### config.mk
export PLATFORM = sky130hd
export DESIGN_NAME = stable_priority_queue_core
export DESIGN_NICKNAME = d
export VERILOG_FILES = /design/src/rtl/core/spq_pkg.sv /design/src/rtl/core/spq_cell.sv /design/src/rtl/core/spq_result_reg.sv /design/src/rtl/core/stable_priority_queue_core.sv
export SDC_FILE = /design/constraint.sdc
export NUM_CORES = 2
export LEC_CHECK = 0
export BUFFER_PORTS_ARGS = -buffer_cell sky130_fd_sc_hd__buf_2
export CORE_MARGIN = 5
export CORE_UTILIZATION = 46
export CTS_CLUSTER_DIAMETER = 120
export DETAILED_ROUTE_END_ITERATION = 10
export PLACE_DENSITY_LB_ADDON = 0.05
export SYNTH_ARGS = -nofsm -noshare
export SYNTH_HDL_FRONTEND = slang
export SYNTH_SLANG_ARGS = --single-unit
export TNS_END_PERCENT = 20
### constraint.sdc
create_clock -name clk -period 10.7 [get_ports clk]
set_input_delay 0 -clock clk [delete_from_list [all_inputs] [get_ports clk]]
set_output_delay 0 -clock clk [all_outputs]
set_load 0.005 [all_outputs]
### src/rtl/core/spq_pkg.sv
`timescale 1ns / 1ps

package spq_pkg;

	// Default configuration of the queue.
	localparam int DefDepth      = 16;
	localparam int DefValueWidth = 32;
	localparam int DefPrioWidth  = 8;

	// Request kinds carried on the slave-side tuser.
	localparam logic ReqInsert = 1'b0;
	localparam logic ReqRemove = 1'b1;

	// Command broadcast to every cell of the chain.
	typedef struct packed {
		logic ins;
		logic rem;
	} spq_cmd_t;

	// Status flags of one result; the lowest bit is accepted.
	typedef struct packed {
		logic head_valid;
		logic empty_miss;
		logic full_drop;
		logic accepted;
	} spq_flags_t;

endpackage

### src/rtl/core/spq_cell.sv
`timescale 1ns / 1ps

module spq_cell import spq_pkg::*; #(
	parameter int VALUE_WIDTH = DefValueWidth,
	parameter int PRIO_WIDTH  = DefPrioWidth,
	parameter int CNT_W       = $clog2(DefDepth + 1),
	parameter int IDX         = 0
) (
	input  logic                   clk,
	input  spq_cmd_t               cmd,
	input  logic [CNT_W-1:0]       cnt,
	input  logic [VALUE_WIDTH-1:0] in_value,
	input  logic [PRIO_WIDTH-1:0]  in_prio,
	input  logic                   left_keep,
	input  logic [VALUE_WIDTH-1:0] left_value,
	input  logic [PRIO_WIDTH-1:0]  left_prio,
	input  logic [VALUE_WIDTH-1:0] right_value,
	input  logic [PRIO_WIDTH-1:0]  right_prio,
	output logic                   keep,
	output logic [VALUE_WIDTH-1:0] value_q,
	output logic [PRIO_WIDTH-1:0]  prio_q
);

	logic occupied;

	// The cell holds an entry when its slot lies below the count.
	assign occupied = (CNT_W'(IDX) < cnt);

	// An occupied entry of greater or equal priority stays ahead of a newcomer.
	assign keep = occupied && (prio_q >= in_prio);

	// Insert: hold, take the newcomer, or take the left neighbor's entry.
	// Remove: take the right neighbor's entry.
	always_ff @(posedge clk) begin
		if (cmd.ins) begin
			if (!keep) begin
				if (left_keep) begin
					value_q <= in_value;
					prio_q  <= in_prio;
				end else begin
					value_q <= left_value;
					prio_q  <= left_prio;
				end
			end
		end else if (cmd.rem) begin
			value_q <= right_value;
			prio_q  <= right_prio;
		end
	end

endmodule

### src/rtl/core/spq_result_reg.sv
`timescale 1ns / 1ps

module spq_result_reg import spq_pkg::*; #(
	parameter int VALUE_WIDTH = DefValueWidth,
	parameter int PRIO_WIDTH  = DefPrioWidth,
	parameter int CNT_W       = $clog2(DefDepth + 1),
	parameter int M_DATA_W    = ((VALUE_WIDTH + PRIO_WIDTH + CNT_W + 7) / 8) * 8
) (
	input  logic                   clk,
	input  logic                   arst_n,
	input  logic                   load,
	input  spq_flags_t             flags,
	input  logic [VALUE_WIDTH-1:0] head_value,
	input  logic [PRIO_WIDTH-1:0]  head_prio,
	input  logic [CNT_W-1:0]       count,
	output logic                   ready,
	output logic                   m_tvalid,
	input  logic                   m_tready,
	// Fields from bit 0 up: head_value, head_priority, entry_count, zero fill.
	output logic [M_DATA_W-1:0]    m_tdata,
	// Fields from bit 0 up: accepted, full_drop, empty_miss, head_valid.
	output logic [3:0]             m_tuser
);

	localparam int PadW = M_DATA_W - VALUE_WIDTH - PRIO_WIDTH - CNT_W;

	logic                   valid_q;
	spq_flags_t             flags_q;
	logic [VALUE_WIDTH-1:0] value_q;
	logic [PRIO_WIDTH-1:0]  prio_q;
	logic [CNT_W-1:0]       count_q;

	// A new result may be loaded when the register is empty or drains now.
	assign ready = !valid_q || m_tready;

	// Valid flag of the output register.
	always_ff @(posedge clk or negedge arst_n) begin
		if (!arst_n) begin
			valid_q <= 1'b0;
		end else if (ready) begin
			valid_q <= load;
		end
	end

	// Result payload.
	always_ff @(posedge clk) begin
		if (load && ready) begin
			flags_q <= flags;
			value_q <= head_value;
			prio_q  <= head_prio;
			count_q <= count;
		end
	end

	assign m_tvalid = valid_q;
	assign m_tuser  = flags_q;
	assign m_tdata  = {{PadW{1'b0}}, count_q, prio_q, value_q};

endmodule

### src/rtl/core/stable_priority_queue_core.sv
`timescale 1ns / 1ps
// A request's result appears on the master side in the cycle after its transfer.
// Throughput: one request per cycle while the master side takes results; every cell
// of the chain updates in the same cycle as its neighbors.
// Reset: arst_n clears the entry count and the output valid flag; the cell
// contents are left as they are and are never read until written.

module stable_priority_queue_core import spq_pkg::*; #(
	parameter int DEPTH       = DefDepth,
	parameter int VALUE_WIDTH = DefValueWidth,
	parameter int PRIO_WIDTH  = DefPrioWidth,
	parameter int CNT_W       = $clog2(DEPTH + 1),
	parameter int S_DATA_W    = ((VALUE_WIDTH + PRIO_WIDTH + 7) / 8) * 8,
	parameter int M_DATA_W    = ((VALUE_WIDTH + PRIO_WIDTH + CNT_W + 7) / 8) * 8
) (
	input  logic                clk,
	input  logic                arst_n,
	input  logic                s_tvalid,
	output logic                s_tready,
	// Fields from bit 0 up: item_value, item_priority, zero fill.
	input  logic [S_DATA_W-1:0] s_tdata,
	// Fields from bit 0 up: req_type.
	input  logic                s_tuser,
	output logic                m_tvalid,
	input  logic                m_tready,
	// Fields from bit 0 up: head_value, head_priority, entry_count, zero fill.
	output logic [M_DATA_W-1:0] m_tdata,
	// Fields from bit 0 up: accepted, full_drop, empty_miss, head_valid.
	output logic [3:0]          m_tuser
);

	logic                   xfer;
	logic [VALUE_WIDTH-1:0] in_value;
	logic [PRIO_WIDTH-1:0]  in_prio;
	logic [CNT_W-1:0]       count_q;
	logic [CNT_W-1:0]       count_n;
	logic                   full;
	logic                   empty;
	spq_cmd_t               cmd;
	spq_flags_t             flags;
	logic [VALUE_WIDTH-1:0] head_value;
	logic [PRIO_WIDTH-1:0]  head_prio;

	logic [VALUE_WIDTH-1:0] value_a [DEPTH];
	logic [PRIO_WIDTH-1:0]  prio_a  [DEPTH];
	logic                   keep_a  [DEPTH];

	assign in_value = s_tdata[VALUE_WIDTH-1:0];
	assign in_prio  = s_tdata[VALUE_WIDTH +: PRIO_WIDTH];
	assign xfer     = s_tvalid && s_tready;
	assign full     = (count_q == CNT_W'(DEPTH));
	assign empty    = (count_q == '0);

	// Decode the request into the command for the cells.
	always_comb begin
		cmd.ins = xfer && (s_tuser == ReqInsert) && !full;
		cmd.rem = xfer && (s_tuser == ReqRemove) && !empty;
	end

	// Entry count after the request.
	always_comb begin
		count_n = count_q;
		if (cmd.ins) begin
			count_n = count_q + CNT_W'(1);
		end else if (cmd.rem) begin
			count_n = count_q - CNT_W'(1);
		end
	end

	always_ff @(posedge clk or negedge arst_n) begin
		if (!arst_n) begin
			count_q <= '0;
		end else begin
			count_q <= count_n;
		end
	end

	// Chain of cells, head at cell 0.
	for (genvar i = 0; i < DEPTH; i++) begin : g_cell
		logic                   left_keep;
		logic [VALUE_WIDTH-1:0] left_value;
		logic [PRIO_WIDTH-1:0]  left_prio;
		logic [VALUE_WIDTH-1:0] right_value;
		logic [PRIO_WIDTH-1:0]  right_prio;

		if (i == 0) begin : g_first
			assign left_keep  = 1'b1;
			assign left_value = in_value;
			assign left_prio  = in_prio;
		end else begin : g_inner_left
			assign left_keep  = keep_a[i-1];
			assign left_value = value_a[i-1];
			assign left_prio  = prio_a[i-1];
		end

		if (i == DEPTH - 1) begin : g_last
			assign right_value = value_a[i];
			assign right_prio  = prio_a[i];
		end else begin : g_inner_right
			assign right_value = value_a[i+1];
			assign right_prio  = prio_a[i+1];
		end

		spq_cell #(
			.VALUE_WIDTH(VALUE_WIDTH),
			.PRIO_WIDTH (PRIO_WIDTH),
			.CNT_W      (CNT_W),
			.IDX        (i)
		) u_cell (
			.clk        (clk),
			.cmd        (cmd),
			.cnt        (count_q),
			.in_value   (in_value),
			.in_prio    (in_prio),
			.left_keep  (left_keep),
			.left_value (left_value),
			.left_prio  (left_prio),
			.right_value(right_value),
			.right_prio (right_prio),
			.keep       (keep_a[i]),
			.value_q    (value_a[i]),
			.prio_q     (prio_a[i])
		);
	end

	// Head entry after the request, zero when the queue ends up empty.
	always_comb begin
		head_value = value_a[0];
		head_prio  = prio_a[0];
		if (cmd.ins && !keep_a[0]) begin
			head_value = in_value;
			head_prio  = in_prio;
		end else if (cmd.rem) begin
			head_value = value_a[1];
			head_prio  = prio_a[1];
		end
		if (count_n == '0) begin
			head_value = '0;
			head_prio  = '0;
		end
	end

	// Status flags of the result.
	always_comb begin
		flags.accepted   = cmd.ins || cmd.rem;
		flags.full_drop  = xfer && (s_tuser == ReqInsert) && full;
		flags.empty_miss = xfer && (s_tuser == ReqRemove) && empty;
		flags.head_valid = (count_n != '0);
	end

	spq_result_reg #(
		.VALUE_WIDTH(VALUE_WIDTH),
		.PRIO_WIDTH (PRIO_WIDTH),
		.CNT_W      (CNT_W),
		.M_DATA_W   (M_DATA_W)
	) u_result (
		.clk       (clk),
		.arst_n    (arst_n),
		.load      (xfer),
		.flags     (flags),
		.head_value(head_value),
		.head_prio (head_prio),
		.count     (count_n),
		.ready     (s_tready),
		.m_tvalid  (m_tvalid),
		.m_tready  (m_tready),
		.m_tdata   (m_tdata),
		.m_tuser   (m_tuser)
	);

	// The count never passes the capacity.
	a_count_bound: assert property (@(posedge clk) disable iff (!arst_n)
		count_q <= CNT_W'(DEPTH))
		else $error("entry count above capacity");

	// The two front entries stay in priority order.
	a_head_order: assert property (@(posedge clk) disable iff (!arst_n)
		(count_q >= CNT_W'(2)) |-> (prio_a[0] >= prio_a[1]))
		else $error("front entries out of order");

	// An insert into a full queue leaves the count unchanged and is flagged.
	a_full_drop: assert property (@(posedge clk) disable iff (!arst_n)
		(xfer && (s_tuser == ReqInsert) && full) |=>
		(count_q == CNT_W'(DEPTH)) && m_tvalid && m_tuser[1])
		else $error("full insert not dropped");

	// A remove from a non-empty queue lowers the count by one.
	a_remove_count: assert property (@(posedge clk) disable iff (!arst_n)
		cmd.rem |=> (count_q == $past(count_q) - CNT_W'(1)))
		else $error("remove did not lower the count");

endmodule
* Word level (Yosys, flattened, before mapping) *
Cells that the tools add are included.

word-level totals
  bits of input ports = 45
  flip-flop bits (word level) = 695
  logic and storage cells = 267
  output and inout port bits = 54

cells by class
  bitwise gates (word level) = 2
  equality and inequality tests = 16
  $add $sub $neg = 2
  reductions and logical operators = 50
  order comparisons = 32
  mux-type cells = 124

operator list
  operator                                                                      count
  32-bit two-way mux                                                            61
  8-bit two-way mux                                                             61
  8-bit >= comparator                                                           16
  4-bit by 5-bit less-than comparator with 1-bit output (first input constant)  8
  2-bit inequality test (second input constant)                                 15
  2-bit AND reduction                                                           15
  1-bit logical AND                                                             25
  3-bit by 5-bit less-than comparator with 1-bit output (first input constant)  4
  5-bit zero test                                                               2
  1-bit by 5-bit less-than comparator with 1-bit output (first input constant)  2
  2-bit by 5-bit less-than comparator with 1-bit output (first input constant)  2
  5-bit two-way mux                                                             2
  5-bit by 1-bit adder with 5-bit output (second input constant)                1
  5-bit equality test (second input constant)                                   1
  5-bit nonzero test                                                            1
  5-bit by 1-bit subtractor with 5-bit output (second input constant)           1
  1-bit zero test                                                               4
  1-bit logical OR                                                              2
  1-bit inverter                                                                2
  2-bit nonzero test                                                            1

* Longest topological paths before layout *
  depth after elaboration = 8
  mapped depth = 11

* By module *
A second synthesis with hierarchy kept.

unflattened totals
  cell total of the unflattened synthesis = 3520
  area, all modules = 39319.0 um^2

by module, submodules not included
  module                            times used  cells each  area an instance (um^2)
  spq_cell (g_cell[10].u_cell ...)  2           205         2238.4
  spq_cell (g_cell[14].u_cell ...)  2           204         2234.6
  spq_cell (g_cell[4].u_cell)       1           209         2284.7
  spq_cell (g_cell[1].u_cell)       1           204         2269.7
  spq_cell (g_cell[13].u_cell)      1           202         2265.9
  spq_cell (g_cell[11].u_cell)      1           202         2264.7
  spq_cell (g_cell[5].u_cell)       1           204         2264.7
  spq_cell (g_cell[3].u_cell)       1           204         2262.2
  spq_cell (g_cell[9].u_cell)       1           205         2262.2
  spq_cell (g_cell[8].u_cell)       1           207         2252.2
  spq_cell (g_cell[7].u_cell)       1           204         2248.4
  spq_cell (g_cell[15].u_cell)      1           203         2245.9
  spq_cell (g_cell[0].u_cell)       1           205         2242.2
  spq_cell (g_cell[2].u_cell)       1           204         2240.9
  2 more rows                       -           -           -

* Worst setup path after synthesis *
No wires, ideal clock.

  kind = register to register
  from = reg count_q[1]
  to = reg g_cell[15].u_cell.prio_q[0], enable pin
  cell stages (with the launch flop) = 11
  buffers on the path = 4
  data required time = 10207 ps
  slack = 4893 ps
  clock period less this slack = 5807 ps
  arrival time = 5314 ps
  path through = dfrtp_1 clkbuf_1 inv_1 ha_1 and4bb_2 or3_1 clkbuf_1 clkbuf_1 clkbuf_1 or3_1 o21ai_0

between the ends
  word-level cells in the longest chain between the ends = 4

ends and longest elaborated chain
  element                                                                                              line                                              RTL
  from (decl)                                                                                          stable_priority_queue_core.sv:35                  logic [CNT_W-1:0] count_q;
  from (signal assigned)                                                                               stable_priority_queue_core.sv:74                  count_q <= count_n;
  4-bit by 5-bit less-than comparator with 1-bit output / 5-bit equality test (equally long branches)  spq_cell.sv:27, stable_priority_queue_core.sv:51
  1-bit logical AND / 1-bit zero test (equally long branches)                                          spq_cell.sv:30, stable_priority_queue_core.sv:56
  1-bit inverter (no source line) / 1-bit logical AND (equally long branches)                          -
  2-bit AND reduction (no source line) *                                                               -
  to (signal assigned)                                                                                 spq_cell.sv:39                                    prio_q <= in_prio;
  to (signal assigned)                                                                                 spq_cell.sv:42                                    prio_q <= left_prio;
  to (signal assigned)                                                                                 spq_cell.sv:47                                    prio_q <= right_prio;
  to (decl)                                                                                            spq_cell.sv:21                                    output logic [PRIO_WIDTH-1:0] prio_q

Every way passes the cells marked *; elsewhere a longest branch is shown, timed or not.
A chain may end at the register's enable or synchronous reset.

* Final worst setup path *
  from = reg count_q[1]
  to = reg g_cell[1].u_cell.value_q[13] (data pin)

between the ends
  word-level cells in the longest chain between the ends = 5

ends and longest elaborated chain
  element                                                line            RTL
  1-bit by 5-bit less-than comparator with 1-bit output  spq_cell.sv:27  assign occupied = (CNT_W'(IDX) < cnt);
  1-bit logical AND                                      spq_cell.sv:30  assign keep = occupied && (prio_q >= in_prio);
  32-bit two-way mux                                     spq_cell.sv:37  if (left_keep) begin
  32-bit two-way mux                                     spq_cell.sv:36  if (!keep) begin
  32-bit two-way mux *                                   spq_cell.sv:35  if (cmd.ins) begin
  to (signal assigned)                                   spq_cell.sv:38  value_q <= in_value;
  to (signal assigned)                                   spq_cell.sv:41  value_q <= left_value;
  to (signal assigned)                                   spq_cell.sv:46  value_q <= right_value;
  to (decl)                                              spq_cell.sv:20  output logic [VALUE_WIDTH-1:0] value_q,

Every way passes the cells marked *; elsewhere a longest branch is shown, timed or not. The select of a mux whose other input is x is not followed.

==> results by group <==
STA
  – Fmax: 0.1909 GHz
  – Final worst path period need: 5.238 ns
  – Final period util: 48.95%
  – Setup_tns: 0 ns
  – Finish-stage setup viols: 0
  – Final Skew: 0.01853 ns
  – Worst slew margin: 7.576%
  – Worst Tran Pin Value: 1.381 ns
  – Final hold violations: 0
  – Final Max Slew Viols: 0
  – Unrepaired setup endpoints after global routing: false

Worst setup path
  – Worst Setup End Kind: flop
  – CP Cell Sequence: inv_1 > ha_1 > and4bb_2 > or3_4 > buf_4 > buf_4 > buf_4 > o21ai_0
  – Worst EP required: 11.05 ns
  – Critical path class: reg2reg
  – Crit path top cell by count: buf_4
  – Arrival @ worst endpoint: 5.59 ns
  – Slowest CP cell: buf_4
  – Startpoint Class: flop
  – Largest stage delay, worst path: 0.90 ns
  – Worst-path fanout max: 109

Detailed routing
  – Via density: 6.664
  – Drt pass-1 iters: 8
  – Total wire length: 140300 um
  – DR vias: 34110
  – Initial drt markers: 4471
  – Avg WL per Cell: 27.41 um
  – Antenna-violating nets left: 0
  – Drt drc: 0

Clocking
  – H-tree levels: 3
  – CTS max path bufs: 3
  – Number of setup buffers added after CTS: 0
  – Worst skew pair latency: 0.64 ns
  – Clk sinks: 695
  – CTS tree: yes
  – Root Driver: clkbuf_16
  – Cts bufs inserted: 81
  – Clock slew at reported path FFs: 0.06 ns

Synthesis
  – Post-synth EDFFs: 689
  – Synth unique cells: 61
  – Post-synthesis cell count: 4003
  – Yosys reg bits: 695
  – Ys flop type: edfxtp_1
  – Yosys warns: 0
  – Sequential area share after synthesis: 52.34%
  – Mapped Area: 0.03982 sq mm
  – Async SR Flop Fraction: 0.8633%
  – Avg Inst Size Synth: 9.946 sq um

Pwr
  – Lkg Pwr: 16.40 nW
  – Peak VDD IR: 0.0001588 V
  – Power Density: 254.6 mW/mm^2
  – Sw Ratio: 41.23%
  – Sw Pwr: 4.627 mW
  – Part of the power in registers: 37.9%
  – Final total power: 11.22 mW
  – Logic pwr share: 38.2%
  – Internal Power: 6.596 mW
  – Clock Power Share: 23.8%

Cells and area
  – ANT cells: 0
  – Final core occ: 51.04%
  – Final std cells w/o fill: 5118
  – FF+latch area: 0.02084 sq mm
  – NumNets Final: 4080
  – Fillers: 7808
  – Area of the multi-input gates: 0.01752 sq mm
  – Most common cell after layout, fill and taps aside: edfxtp_1
  – Layout cells sized above 1: 9.690%
  – Most frequent cells in the layout: edfxtp_1 (689), o21ai_0 (589), nor2_1 (446), a31oi_1 (363), a21oi_1 (333)
  – Layout area overhead: 10.70%

Placement
  – Placer Congestion: 0.8682
  – # port buffers: 95
  – DP Cell Count: 4931
  – HPWL after DPL: 81100 um

Global route
  – Initial antenna violation count: 3
  – Vias in the first global route: 33420
  – First-pass GRT wire length: 210300 um
  – Largest net degree at the start of global routing: 179
  – Global route overflow: 0
  – GRT Total Usage: 28.91%

Floorplan
  – IO Count: 99
  – Die Span Y: 304.2 um
  – Site row count: 108
  – Die ar.: 0.09254 sq mm
  – Initial cell density of the core: 46.11%
  – Core Area: 0.08635 sq mm
  – Die width: 304.2 um

Job
  – Max-cap violation count: 0

Status
  – Outcome: finished, final reports clean

Min path
  – Hold Path Class: in2reg
==> cell type report <==
cell class | count | area share [%]
Inverter | 72 | 0.6132
Clock inverter | 36 | 0.6103
Timing Repair Buffer | 220 | 3.514
Sequential cell | 695 | 47.28
Multi-Input combinational cell | 2833 | 39.74
Clock buffer | 107 | 4.962
Tap cell | 1155 | 3.279
==> logic make-up (layout without fill, tap and decap cells) <==
kind of cell / after synthesis / count (layout) / share of synthesized area [%]
flip-flops: 695 / 695 / 52.34
multiplexers: 235 / 235 / 5.908
AO/OA/AOI/OAI: 1523 / 1523 / 22.78
buffers and inverters: 477 / 435 / 4.748
other: 1 / 3 / 0.009418
XOR/XNOR: 2 / 2 / 0.04400
AND/OR/NAND/NOR: 938 / 938 / 10.02
adder cells (fa/ha/maj): 132 / 132 / 4.148
==> flip-flops by register name (all words and copies together), names as in the netlist <==
signal	cells
g_cell.u_cell.value_q	512
u_result.m_tuser	4
u_result.value_q	32
u_result.prio_q	8
u_result.count_q	5
count_q	5
g_cell.u_cell.prio_q	128
u_result.m_tvalid	1
==> per-stage QoR <==
step,hold slack [ns],setup WS [ns],cell area [sq um]
6_report,0.08182,5.462,44080
5_1_grt,0.1039,5.177,44080
4_1_cts,0.04322,5.579,44080
3_5_place_dp,-0.1695,5.556,41180
3_3_place_gp,-0.1613,5.751,41180
2_1_floorplan,-0.2956,4.893,39820
==> what timing repair did <==
action | CTS | global route
endpoints found under the hold margin | 374 | 0
hold buffers | 44 | 0
gates resized for setup | 0 | 0
==> path summary, 6_finish.rpt <==
| check | slack (ns) | depth (start not counted) | from | to |
|---|---|---|---|---|
| worst max-delay path | 5.46 | 8 | count_q[1] | g_cell[1].u_cell.value_q[13] |
| worst min-delay path | 0.08 | 4 | m_tready | u_result.m_tuser[1] |
| worst max register to register | 5.46 | 8 | count_q[1] | g_cell[1].u_cell.value_q[13] |
| worst min register to register | 0.55 | 2 | g_cell[10].u_cell.value_q[27] | g_cell[9].u_cell.value_q[27] |
| max in group asynchronous | 10.16 | 3 | arst_n | count_q[3] |
| min in group asynchronous | 0.32 | 3 | arst_n | count_q[4] |
==> synthesized netlist by cell type, types with 18 or more instances <==
| cell | count | share of area (%) |
|---|---|---|
| o21a_1 | 19 | 0.36 |
| mux2i_1 | 235 | 5.9 |
| nor4_1 | 40 | 0.63 |
| nor2_1 | 450 | 4.2 |
| or3_1 | 84 | 1.3 |
| buf_2 | 41 | 0.52 |
| a211oi_1 | 18 | 0.34 |
| o311ai_0 | 41 | 0.90 |
| nand2_1 | 305 | 2.9 |
| clkbuf_1 | 350 | 3.3 |
| ha_1 | 132 | 4.1 |
| a31oi_1 | 366 | 5.8 |
| a311o_1 | 48 | 1.2 |
| inv_1 | 71 | 0.67 |
| edfxtp_1 | 689 | 52 |
| a211oi_2 | 39 | 1.2 |
| a21oi_1 | 335 | 4.2 |
| o21ai_0 | 591 | 7.4 |
==> power groups by stage <==
stage	combinational, mW	clock, mW	sequential (mW)
3_3_place_gp	4.09	0	4.27
4_1_cts	4.21	2.71	4.25
3_5_place_dp	4.19	0	4.30
2_1_floorplan	2.64	0	4.15
6_report	4.29	2.68	4.26
5_1_grt	4.57	2.82	4.32
==> worst max-delay path, delay by kind of cell, from the launching register on <==
kind | cells | cell delay [ns]
adders and majority gates | 1 | 0.24
DFF | 1 | 0.60
and+or+nand+nor | 2 | 0.89
AOI/OAI and AO/OA | 1 | 0.20
buffers and inverters | 4 | 2.85
==> layer usage <==
layer  share of wire [%]  routed length [um]  GRT usage [%]
met2                  46               64650          46.73
met3                 9.7               13600          5.122
met5                   0                   0              0
met1                  42               58280          40.55
met4                 2.7                3764          7.736
(Power assumes the default switching activity.)
